`src/sv/swpr_pkg.sv`:
```
// ----------------------------------------------------------------------------
// swpr_pkg
// Shared types and codes for the stack with parity removal.
// ----------------------------------------------------------------------------
package swpr_pkg;

    localparam logic [1:0] ACT_PUSH     = 2'd0;
    localparam logic [1:0] ACT_POP      = 2'd1;
    localparam logic [1:0] ACT_POP_ODD  = 2'd2;
    localparam logic [1:0] ACT_POP_EVEN = 2'd3;

    localparam logic [1:0] STATUS_OK       = 2'd0;
    localparam logic [1:0] STATUS_EMPTY    = 2'd1;
    localparam logic [1:0] STATUS_NO_MATCH = 2'd2;
    localparam logic [1:0] STATUS_FULL     = 2'd3;

    typedef struct packed {
        logic push_en;
        logic pop_en;
        logic scan_en;
        logic want_odd;
    } t_cell_ctl;

endpackage

```
`src/sv/swpr_cell.sv`:
```
// ----------------------------------------------------------------------------
// swpr_cell
// One stack entry: holds a word, shifts up or down with its neighbours and
// passes the topmost-match flag towards the bottom of the chain.
// ----------------------------------------------------------------------------
module swpr_cell #(
    parameter int DATA_WIDTH = 32
) (
    input  logic                   i_clk,
    input  swpr_pkg::t_cell_ctl    i_ctl,
    input  logic                   i_live,
    input  logic [DATA_WIDTH-1:0]  i_above,
    input  logic [DATA_WIDTH-1:0]  i_below,
    input  logic                   i_found,
    output logic                   o_found,
    output logic [DATA_WIDTH-1:0]  o_data
);

    logic [DATA_WIDTH-1:0] r_data;
    logic [DATA_WIDTH-1:0] n_data;
    logic                  w_match;

    assign w_match = i_live & (r_data[0] == i_ctl.want_odd);
    assign o_found = i_found | w_match;
    assign o_data  = r_data;

    always_comb begin
        if (i_ctl.push_en) begin
            n_data = i_above;
        end else if (i_ctl.pop_en || (i_ctl.scan_en && o_found)) begin
            n_data = i_below;
        end else begin
            n_data = r_data;
        end
    end

    always_ff @(posedge i_clk) begin
        r_data <= n_data;
    end

endmodule

```
`src/sv/stack_with_parity_removal.sv`:
```
// ----------------------------------------------------------------------------
// stack_with_parity_removal
// Bounded LIFO of signed words with pop, pop-topmost-odd and pop-topmost-even.
// ----------------------------------------------------------------------------
// Each transaction takes one clock cycle: busy never rises, so start may be
// held high every cycle, and the result appears on the o_ ports with o_strobe
// in the cycle after acceptance. This rests on the cell chain: cell 0
// holds the top entry, every cell compares its own parity at once and the
// match flag ripples combinationally through all DEPTH cells, after
// which the matching cell and those below it take their lower neighbour.
// Results cannot be held off; each is shown for exactly one cycle.
// ----------------------------------------------------------------------------
module stack_with_parity_removal #(
    parameter int DEPTH      = 64,
    parameter int DATA_WIDTH = 32
) (
    input  logic               i_clk,
    input  logic               i_rst_n,
    input  logic               start,
    output logic               busy,
    input  logic [1:0]         i_action,
    input  logic signed [31:0] i_push_value,
    output logic               o_strobe,
    output logic [1:0]         o_status,
    output logic signed [31:0] o_top_value,
    output logic               o_is_empty,
    output logic [6:0]         o_entry_count
);

    localparam int CW = $clog2(DEPTH + 1);

    logic                  w_accept;
    swpr_pkg::t_cell_ctl   w_ctl;
    logic [DEPTH:0]        w_found;
    logic [DEPTH-1:0]      w_live;
    logic [DATA_WIDTH-1:0] w_data [DEPTH];
    logic [DATA_WIDTH-1:0] w_push_word;
    logic                  w_hit;

    logic                  r_strobe;
    logic [1:0]            r_status;
    logic [1:0]            n_status;
    logic [CW-1:0]         r_count;
    logic [CW-1:0]         n_count;

    assign busy        = 1'b0;
    assign w_accept    = start & ~busy;
    assign w_push_word = DATA_WIDTH'(i_push_value);
    assign w_found[0]  = 1'b0;
    assign w_hit       = w_found[DEPTH];

    always_comb begin
        w_ctl          = '0;
        w_ctl.want_odd = (i_action == swpr_pkg::ACT_POP_ODD);
        if (w_accept) begin
            unique case (i_action) inside
                swpr_pkg::ACT_PUSH: begin
                    w_ctl.push_en = (r_count != CW'(DEPTH));
                end
                swpr_pkg::ACT_POP: begin
                    w_ctl.pop_en = (r_count != '0);
                end
                swpr_pkg::ACT_POP_ODD, swpr_pkg::ACT_POP_EVEN: begin
                    w_ctl.scan_en = (r_count != '0);
                end
                default: begin
                    w_ctl.scan_en = 1'b0;
                end
            endcase
        end
    end

    always_comb begin
        n_status = swpr_pkg::STATUS_OK;
        n_count  = r_count;
        if (w_accept) begin
            unique case (i_action) inside
                swpr_pkg::ACT_PUSH: begin
                    if (r_count == CW'(DEPTH)) begin
                        n_status = swpr_pkg::STATUS_FULL;
                    end else begin
                        n_count = r_count + CW'(1);
                    end
                end
                swpr_pkg::ACT_POP: begin
                    if (r_count == '0) begin
                        n_status = swpr_pkg::STATUS_EMPTY;
                    end else begin
                        n_count = r_count - CW'(1);
                    end
                end
                swpr_pkg::ACT_POP_ODD, swpr_pkg::ACT_POP_EVEN: begin
                    if (r_count == '0) begin
                        n_status = swpr_pkg::STATUS_EMPTY;
                    end else if (w_hit) begin
                        n_count = r_count - CW'(1);
                    end else begin
                        n_status = swpr_pkg::STATUS_NO_MATCH;
                    end
                end
                default: begin
                    n_status = swpr_pkg::STATUS_OK;
                end
            endcase
        end
    end

    for (genvar g = 0; g < DEPTH; g++) begin : g_cell
        assign w_live[g] = (CW'(g) < r_count);

        swpr_cell #(
            .DATA_WIDTH (DATA_WIDTH)
        ) u_cell (
            .i_clk   (i_clk),
            .i_ctl   (w_ctl),
            .i_live  (w_live[g]),
            .i_above ((g == 0) ? w_push_word : w_data[(g == 0) ? 0 : g - 1]),
            .i_below ((g == DEPTH - 1) ? '0 : w_data[(g == DEPTH - 1) ? g : g + 1]),
            .i_found (w_found[g]),
            .o_found (w_found[g+1]),
            .o_data  (w_data[g])
        );
    end

    always_ff @(posedge i_clk) begin
        if (!i_rst_n) begin
            r_strobe <= 1'b0;
            r_status <= swpr_pkg::STATUS_OK;
            r_count  <= '0;
        end else begin
            r_strobe <= w_accept;
            if (w_accept) begin
                r_status <= n_status;
                r_count  <= n_count;
            end
        end
    end

    assign o_strobe      = r_strobe;
    assign o_status      = r_status;
    assign o_is_empty    = (r_count == '0);
    assign o_entry_count = 7'(r_count);
    assign o_top_value   = (r_count == '0) ? 32'sd0 : 32'($signed(w_data[0]));

`ifndef ASSERT_OFF
    a_count_bound : assert property (@(posedge i_clk) disable iff (!i_rst_n)
        r_count <= CW'(DEPTH))
        else $error("entry count beyond depth");

    a_push_grows : assert property (@(posedge i_clk) disable iff (!i_rst_n)
        (w_accept && i_action == swpr_pkg::ACT_PUSH && r_count != CW'(DEPTH))
        |=> (r_count == $past(r_count) + CW'(1)))
        else $error("push did not grow the stack");

    a_empty_status : assert property (@(posedge i_clk) disable iff (!i_rst_n)
        (o_strobe && o_status == swpr_pkg::STATUS_EMPTY) |-> (r_count == '0))
        else $error("empty status on a non-empty stack");

    a_no_match_holds : assert property (@(posedge i_clk) disable iff (!i_rst_n)
        (w_accept && w_ctl.scan_en && !w_hit) |=> (r_count == $past(r_count)
        && o_status == swpr_pkg::STATUS_NO_MATCH))
        else $error("failed parity search changed the stack");

    a_full_status : assert property (@(posedge i_clk) disable iff (!i_rst_n)
        (o_strobe && o_status == swpr_pkg::STATUS_FULL) |-> (r_count == CW'(DEPTH)))
        else $error("full status below depth");
`endif

endmodule

```
`config.mk`:
```
export PLATFORM = sky130hd
export DESIGN_NAME = stack_with_parity_removal
export DESIGN_NICKNAME = d
export VERILOG_FILES = /design/src/sv/swpr_pkg.sv /design/src/sv/swpr_cell.sv /design/src/sv/stack_with_parity_removal.sv
export SDC_FILE = /design/constraint.sdc
export NUM_CORES = 2
export LEC_CHECK = 0
export ABC_AREA = 1
export BUFFER_PORTS_ARGS = -buffer_cell sky130_fd_sc_hd__buf_2
export CAP_MARGIN = 20
export CORE_UTILIZATION = 60
export CTS_CLUSTER_DIAMETER = 150
export CTS_CLUSTER_SIZE = 24
export DETAILED_ROUTE_END_ITERATION = 16
export MAX_ROUTING_LAYER = met4
export PLACE_DENSITY = 0.79
export SYNTH_ARGS = -nofsm -noshare
export SYNTH_HDL_FRONTEND = slang
export SYNTH_SLANG_ARGS = --single-unit
```
`constraint.sdc`:
```
create_clock -name i_clk -period 21.2 [get_ports i_clk]
set_input_delay 4.24 -clock i_clk [delete_from_list [all_inputs] [get_ports i_clk]]
set_output_delay 4.24 -clock i_clk [all_outputs]
set_load 0.05 [all_outputs]
```
Yosys cells after proc, flatten, opt, wreduce, memory -nomap -nowiden
Cells that the tools add are included.
{"block": "totals", "input_bits": 37, "ff_bits": 2058}
{"block": "classes", "add_sub_neg": 2, "eq_ne": 73, "magnitude_cmp": 64, "reduce_logical": 198, "mux": 143, "n_bitwise": 127}
{"op": "two-way mux 32 bit", "n": 129}
{"op": "< comparator 6 x 7 -> 1 bit, first input constant", "n": 32}
{"op": "nonzero test 2 bit", "n": 64}
{"op": "< comparator 5 x 7 -> 1 bit, first input constant", "n": 16}
{"op": "bitwise AND 1 bit", "n": 64}
{"op": "== test 1 bit", "n": 64}
{"op": "logical AND 1 bit", "n": 64}
{"op": "logical OR 1 bit", "n": 64}
{"op": "OR 1 bit", "n": 63}
{"op": "< comparator 4 x 7 -> 1 bit, first input constant", "n": 8}
{"op": "< comparator 3 x 7 -> 1 bit, first input constant", "n": 4}
{"op": "two-way mux 7 bit", "n": 4}
{"op": "one-hot mux 7 bit (3 select lines)", "n": 1}
{"op": "< comparator 1 x 7 -> 1 bit, first input constant", "n": 2}
{"op": "< comparator 2 x 7 -> 1 bit, first input constant", "n": 2}
{"op": "adder 7 x 1 -> 7 bit, second input constant", "n": 1}
{"op": "== test 7 bit, second input constant", "n": 1}
{"op": "zero test 7 bit", "n": 1}
{"op": "inequality test 7 bit, second input constant", "n": 1}
{"op": "nonzero test 7 bit", "n": 1}
{"op": "subtractor 7 x 1 -> 7 bit, second input constant", "n": 1}
{"op": "two-way mux 2 bit", "n": 3}
{"op": "inequality test 2 bit, second input constant", "n": 3}
{"op": "one-hot mux 2 bit (3 select lines)", "n": 1}
{"op": "other kinds (9)", "n": 13}

Depth between registers and ports, before layout
{"block": "depth", "ltp_word": 70, "mapped_depth": 42, "ltp_nobuf": 42}

By module
From an unflattened synthesis, not the netlist that was laid out.
{"block": "hier_totals", "cells_unflattened": 5283, "area_unflattened_um2": 100082.2}
{"mod": "swpr_cell", "cells_per_inst": 78, "area_each_um2": 1540.2, "n_inst": 64, "seq_area_each_um2": 960.9}
{"mod": "stack_with_parity_removal", "cells_per_inst": 291, "area_each_um2": 1507.7, "n_inst": 1, "seq_area_each_um2": 200.2}

Worst setup path before layout
No wires, ideal clock.
{"block": "synth_path", "kind": "input port to flip-flop", "from": "in i_action[0]", "to": "reg g_cell[61].u_cell.r_data[0], enable pin", "path_buffers": 5, "required_ns": 20.734, "path_slack_ns": 11.163, "cell_stages": 21, "setup_time_ns": 0.466, "t_arrival_ns": 9.571, "cell_sequence": "inv_2 -> nand2_2 -> buf_4 -> buf_2 -> buf_1 -> clkbuf_1 -> buf_1 -> nor2_1 -> a2111oi_0 -> nor2_2 -> nand4_2 -> nor2_2 -> nand4_2 -> nor2_2 -> nand4_2 -> nor2_2 -> nand4_2 -> nor2_2 -> nand4_2 -> nor3_2 -> o21ai_0"}
{"block": "synth_via", "elab_chain_cells": 67, "word_cells_on_any_way": 197}
{"item": "start, declared", "line": "stack_with_parity_removal.sv:21", "text": "input logic [1:0] i_action,"}
{"item": "== test 2 bit", "line": "stack_with_parity_removal.sv:54", "text": "w_ctl.want_odd = (i_action == swpr_pkg::ACT_POP_ODD);"}
{"item": "== test 1 bit", "line": "swpr_cell.sv:23", "text": "assign w_match = i_live & (r_data[0] == i_ctl.want_odd);"}
{"item": "bitwise AND 1 bit", "line": "swpr_cell.sv:23"}
{"item": "OR 1 bit (61 in a row)", "line": "swpr_cell.sv:24", "text": "assign o_found = i_found | w_match;"}
{"item": "logical AND 1 bit", "line": "swpr_cell.sv:30", "text": "end else if (i_ctl.pop_en || (i_ctl.scan_en && o_found)) begin"}
{"item": "logical OR 1 bit", "line": "swpr_cell.sv:30"}
{"item": "nonzero test 2 bit (no line) (*)"}
{"item": "end signal, assigned", "line": "swpr_cell.sv:38", "text": "r_data <= n_data;"}
{"item": "end, declared", "line": "swpr_cell.sv:19", "text": "logic [DATA_WIDTH-1:0] r_data;"}
Every way passes the cells marked *; elsewhere a longest branch is shown, timed or not.
A chain may end at the register's enable or synchronous reset.

Final worst setup path
{"block": "layout_path", "from": "in i_action[0]", "to": "reg g_cell[63].u_cell.r_data[27], enable pin"}
{"block": "layout_via", "elab_chain_cells": 69, "word_cells_on_any_way": 203}
{"item": "== test 2 bit", "line": "stack_with_parity_removal.sv:54"}
{"item": "== test 1 bit", "line": "swpr_cell.sv:23"}
{"item": "bitwise AND 1 bit", "line": "swpr_cell.sv:23"}
{"item": "OR 1 bit (63 in a row)", "line": "swpr_cell.sv:24"}
{"item": "logical AND 1 bit", "line": "swpr_cell.sv:30"}
{"item": "logical OR 1 bit", "line": "swpr_cell.sv:30"}
{"item": "nonzero test 2 bit (no line) (*)"}
{"item": "end signal, assigned", "line": "swpr_cell.sv:38"}
{"item": "end, declared", "line": "swpr_cell.sv:19"}
Marks and branches as above.

==> impl_metrics.yaml <==
run_status:
  status: "complete, no violations"
clocking:
  cts_tree: "yes"
  htree_levels: 3
  cts-resized-gates: 0
  cts_max_path_buffers: 3
  cts_setup_buffers: 0
  clk_pin_slew_ns: 0.09
  cts_hold_buffers: 0
  cts.sinks: 2058
  root_buffer: "clkbuf_16"
  clk_latency_ns: 0.77
  numCtsBuffers: 95
critical_path:
  rrSetupSlack_ns: 13.99
  cp_max_fo: 69
  max_stage_delay_ns: 0.64
  worstRegToRegCells: 38
  worstReg2RegStart: "o_entry_count[1]"
  worst-setup-path-type: "in2reg"
  worstPathArrival_ns: 11.30
  cpMostUsedCell: "nand4_2"
  cp-end-kind: "flip-flop"
  r2r-end: "g_cell[63].u_cell.o_data[27]"
  required_ns: 21.58
  start_kind: "primary input"
  cpMaxStageDelayCell: "buf_4"
drt:
  vias: 60600
  drc_errors: 0
  detail-route-antenna-nets: 0
  wirelength_mm: 196
  drtIter0Drc: 8277
  route.detailed.wl_per_inst_um: 18.2
  dr.pass1.iters: 8
  vias_per_cell: 5.63
synth:
  netlist_top_cells_area: "edfxtp_1 (69%), nand2_1 (22%), o21ai_0 (2.8%)"
  ys.flop_type: "edfxtp_1"
  yosysSeqAreaShare_pct: 69.2
  synth_top_cell_by_area: "edfxtp_1"
  ys_seq_elements: 2058
  syn_inst: 8990
  yosysUniqueCellTypes: 44
  yosysWarnings: 0
  synth_edf_count: 2048
  yosys.area.top_type_share_pct: 69.0
  synth.most_common_cell: "nand2_1"
  netlist_top_cells_count: "nand2_1 (5321), edfxtp_1 (2048), o21ai_0 (495)"
  syn_avg_cell_area_sq_um: 9.91
  synth_nets: 9031
  synthArstFlopShare_pct: 0
  synth_area_sq_um: 89100
die:
  die_area_sq_um: 150000
  fp.coreArea_sq_um: 147000
  row_count: 141
  start_util_pct: 60.4
  die_h_um: 387
  die_x_um: 387
  ios: 81
placed_design:
  dpl_worst_slack_ns: 9.58
  place_area_sq_um: 91100
  portBuffers: 79
  dp_cells: 10600
  gp_congestion: 0.874
  dpl.hpwl_mm: 124
sta:
  hold_violations: 0
  timing.hold.ws_ns: 0.517
  max_slew.worst_pin.slew_ns: 1.11
  rsz0062_at_grt: "false"
  finalSetupViolCount: 0
  setup_tns_ns: 0
  min_period_ns: 10.92
  maxSlewViolCount: 0
  setup_ws_ns: 10.28
  slew_headroom_pct: 25.7
  fmax_ghz: 0.0916
  final.setup_skew_ns: 0.0450
  fin_crit_sh_pct: 51.5
worst_hold_path:
  hold_end: "o_status[0]"
  hold_depth: 2
  min_from: "o_status[0]"
  hp-class: "reg2reg"
global_routing:
  grt_max_degree: 269
  grt_usage_pct: 26.6
  grt_pass1_vias: 56900
  grt_pass1_wl_mm: 311
  grt_remaining_overflow: 0
  antenna_found_initial: 0
final_layout:
  area_delta_synth_final_pct: 5.41
  nNetsFinal: 8826
  stdcell_count: 10800
  final_core_util_pct: 63.7
  drive_above_1_share_pct: 4.34
  finalInstanceArea_sq_um: 93900
pwr:
  power.leakage_nw: 39.6
  peakVddDrop_mv: 0.101
  finalPower_mw: 13.2
  pwr_density_cell_nw_per_um2: 141
run:
  cap_violations: 0
==> sequential cells by signal, indices dropped and copies added, names as in the netlist <==
signal	flops
g_cell.u_cell.o_data	2048
o_entry_count	7
o_status	2
o_strobe	1
==> logic make-up (layout without fill, tap and decap cells) <==
group | after synthesis | count (layout) | synth area share, %
AOI/OAI and AO/OA | 543 | 543 | 3.18
xor gates and xnor gates | 37 | 37 | 0.364
adders and majority gates | 4 | 4 | 0.0562
buffers and inverters | 813 | 643 | 3.46
DFF | 2058 | 2058 | 69.2
other | 1 | 2 | 0.00421
and+or+nand+nor | 5534 | 5534 | 23.7
==> routing by layer <==
| layer | part of all wire (%) | vias to the layer above | track usage, % | wire [um] |
|---|---|---|---|---|
| met5 | 0 | - | - | 0 |
| met4 | 2.0 | 0 | 5.56 | 3880 |
| met3 | 8.5 | 232 | 3.25 | 16600 |
| met2 | 45 | 2702 | 38.8 | 88500 |
| met1 | 44 | 29000 | 40.4 | 86800 |
| li1 | - | 28600 | - | - |
==> worst max-delay path by stage <==
stage	startpoint	end	slack [ns]	depth (start not counted)
after floorplan	i_action[0]	g_cell[61].u_cell.o_data[0]	11.16	21
after global placement	i_action[0]	o_entry_count[0]	9.63	43
after detailed placement	i_action[0]	o_entry_count[0]	9.58	43
after CTS	i_action[0]	o_entry_count[0]	10.32	43
after global routing	i_action[0]	o_entry_count[0]	9.66	44
final	i_action[0]	g_cell[63].u_cell.o_data[27]	10.28	41
==> cell type report <==
| class | count | area (sq um) |
|---|---|---|
| Clock inverter | 6 | 93.8 |
| Clock buffer | 126 | 2510 |
| Multi-Input combinational cell | 6119 | 24500 |
| Timing Repair Buffer | 180 | 1420 |
| Inverter | 331 | 1250 |
| Sequential cell | 2058 | 61700 |
| Tap cell | 1930 | 2410 |
| Fill cell | 11400 | 53600 |
| Antenna cell | 1 | 2.50 |
==> placed cells by master (no fill, tap or decap), types with 4 or more instances in the layout <==
cell | netlist | routed
o211ai_1 | 6 | 6
nor3_1 | 23 | 22
a21oi_1 | 15 | 15
buf_12 | 0 | 8
o2111ai_1 | 6 | 6
nand2_4 | 4 | 5
ha_1 | 4 | 4
clkbuf_1 | 464 | 30
nor2_1 | 111 | 110
dfxtp_1 | 10 | 10
nor2_2 | 16 | 16
nand2_1 | 5321 | 5310
nand4_2 | 16 | 16
clkbuf_16 | 0 | 96
buf_2 | 2 | 79
inv_1 | 321 | 320
a221oi_1 | 11 | 11
buf_4 | 4 | 84
xor2_1 | 35 | 35
inv_2 | 8 | 8
edfxtp_1 | 2048 | 2048
o21ai_4 | 0 | 4
nand2_2 | 4 | 14
o21ai_0 | 495 | 463
buf_16 | 0 | 8
nand3_1 | 28 | 28
o21ai_2 | 0 | 28
==> where the power goes <==
part / switching (mW) / internal [mW] / total (mW)
clock network: 1.22 / 0.841 / 2.06
logic: 2.53 / 0.901 / 3.44
registers: 0.875 / 6.88 / 7.75
total: 4.63 / 8.62 / 13.2
==> worst max-delay path, delay by kind of cell <==
family | cells | cell delay, ns
and+or+nand+nor | 37 | 5.60
buffers and inverters | 4 | 1.41
(Power assumes the default switching activity.)
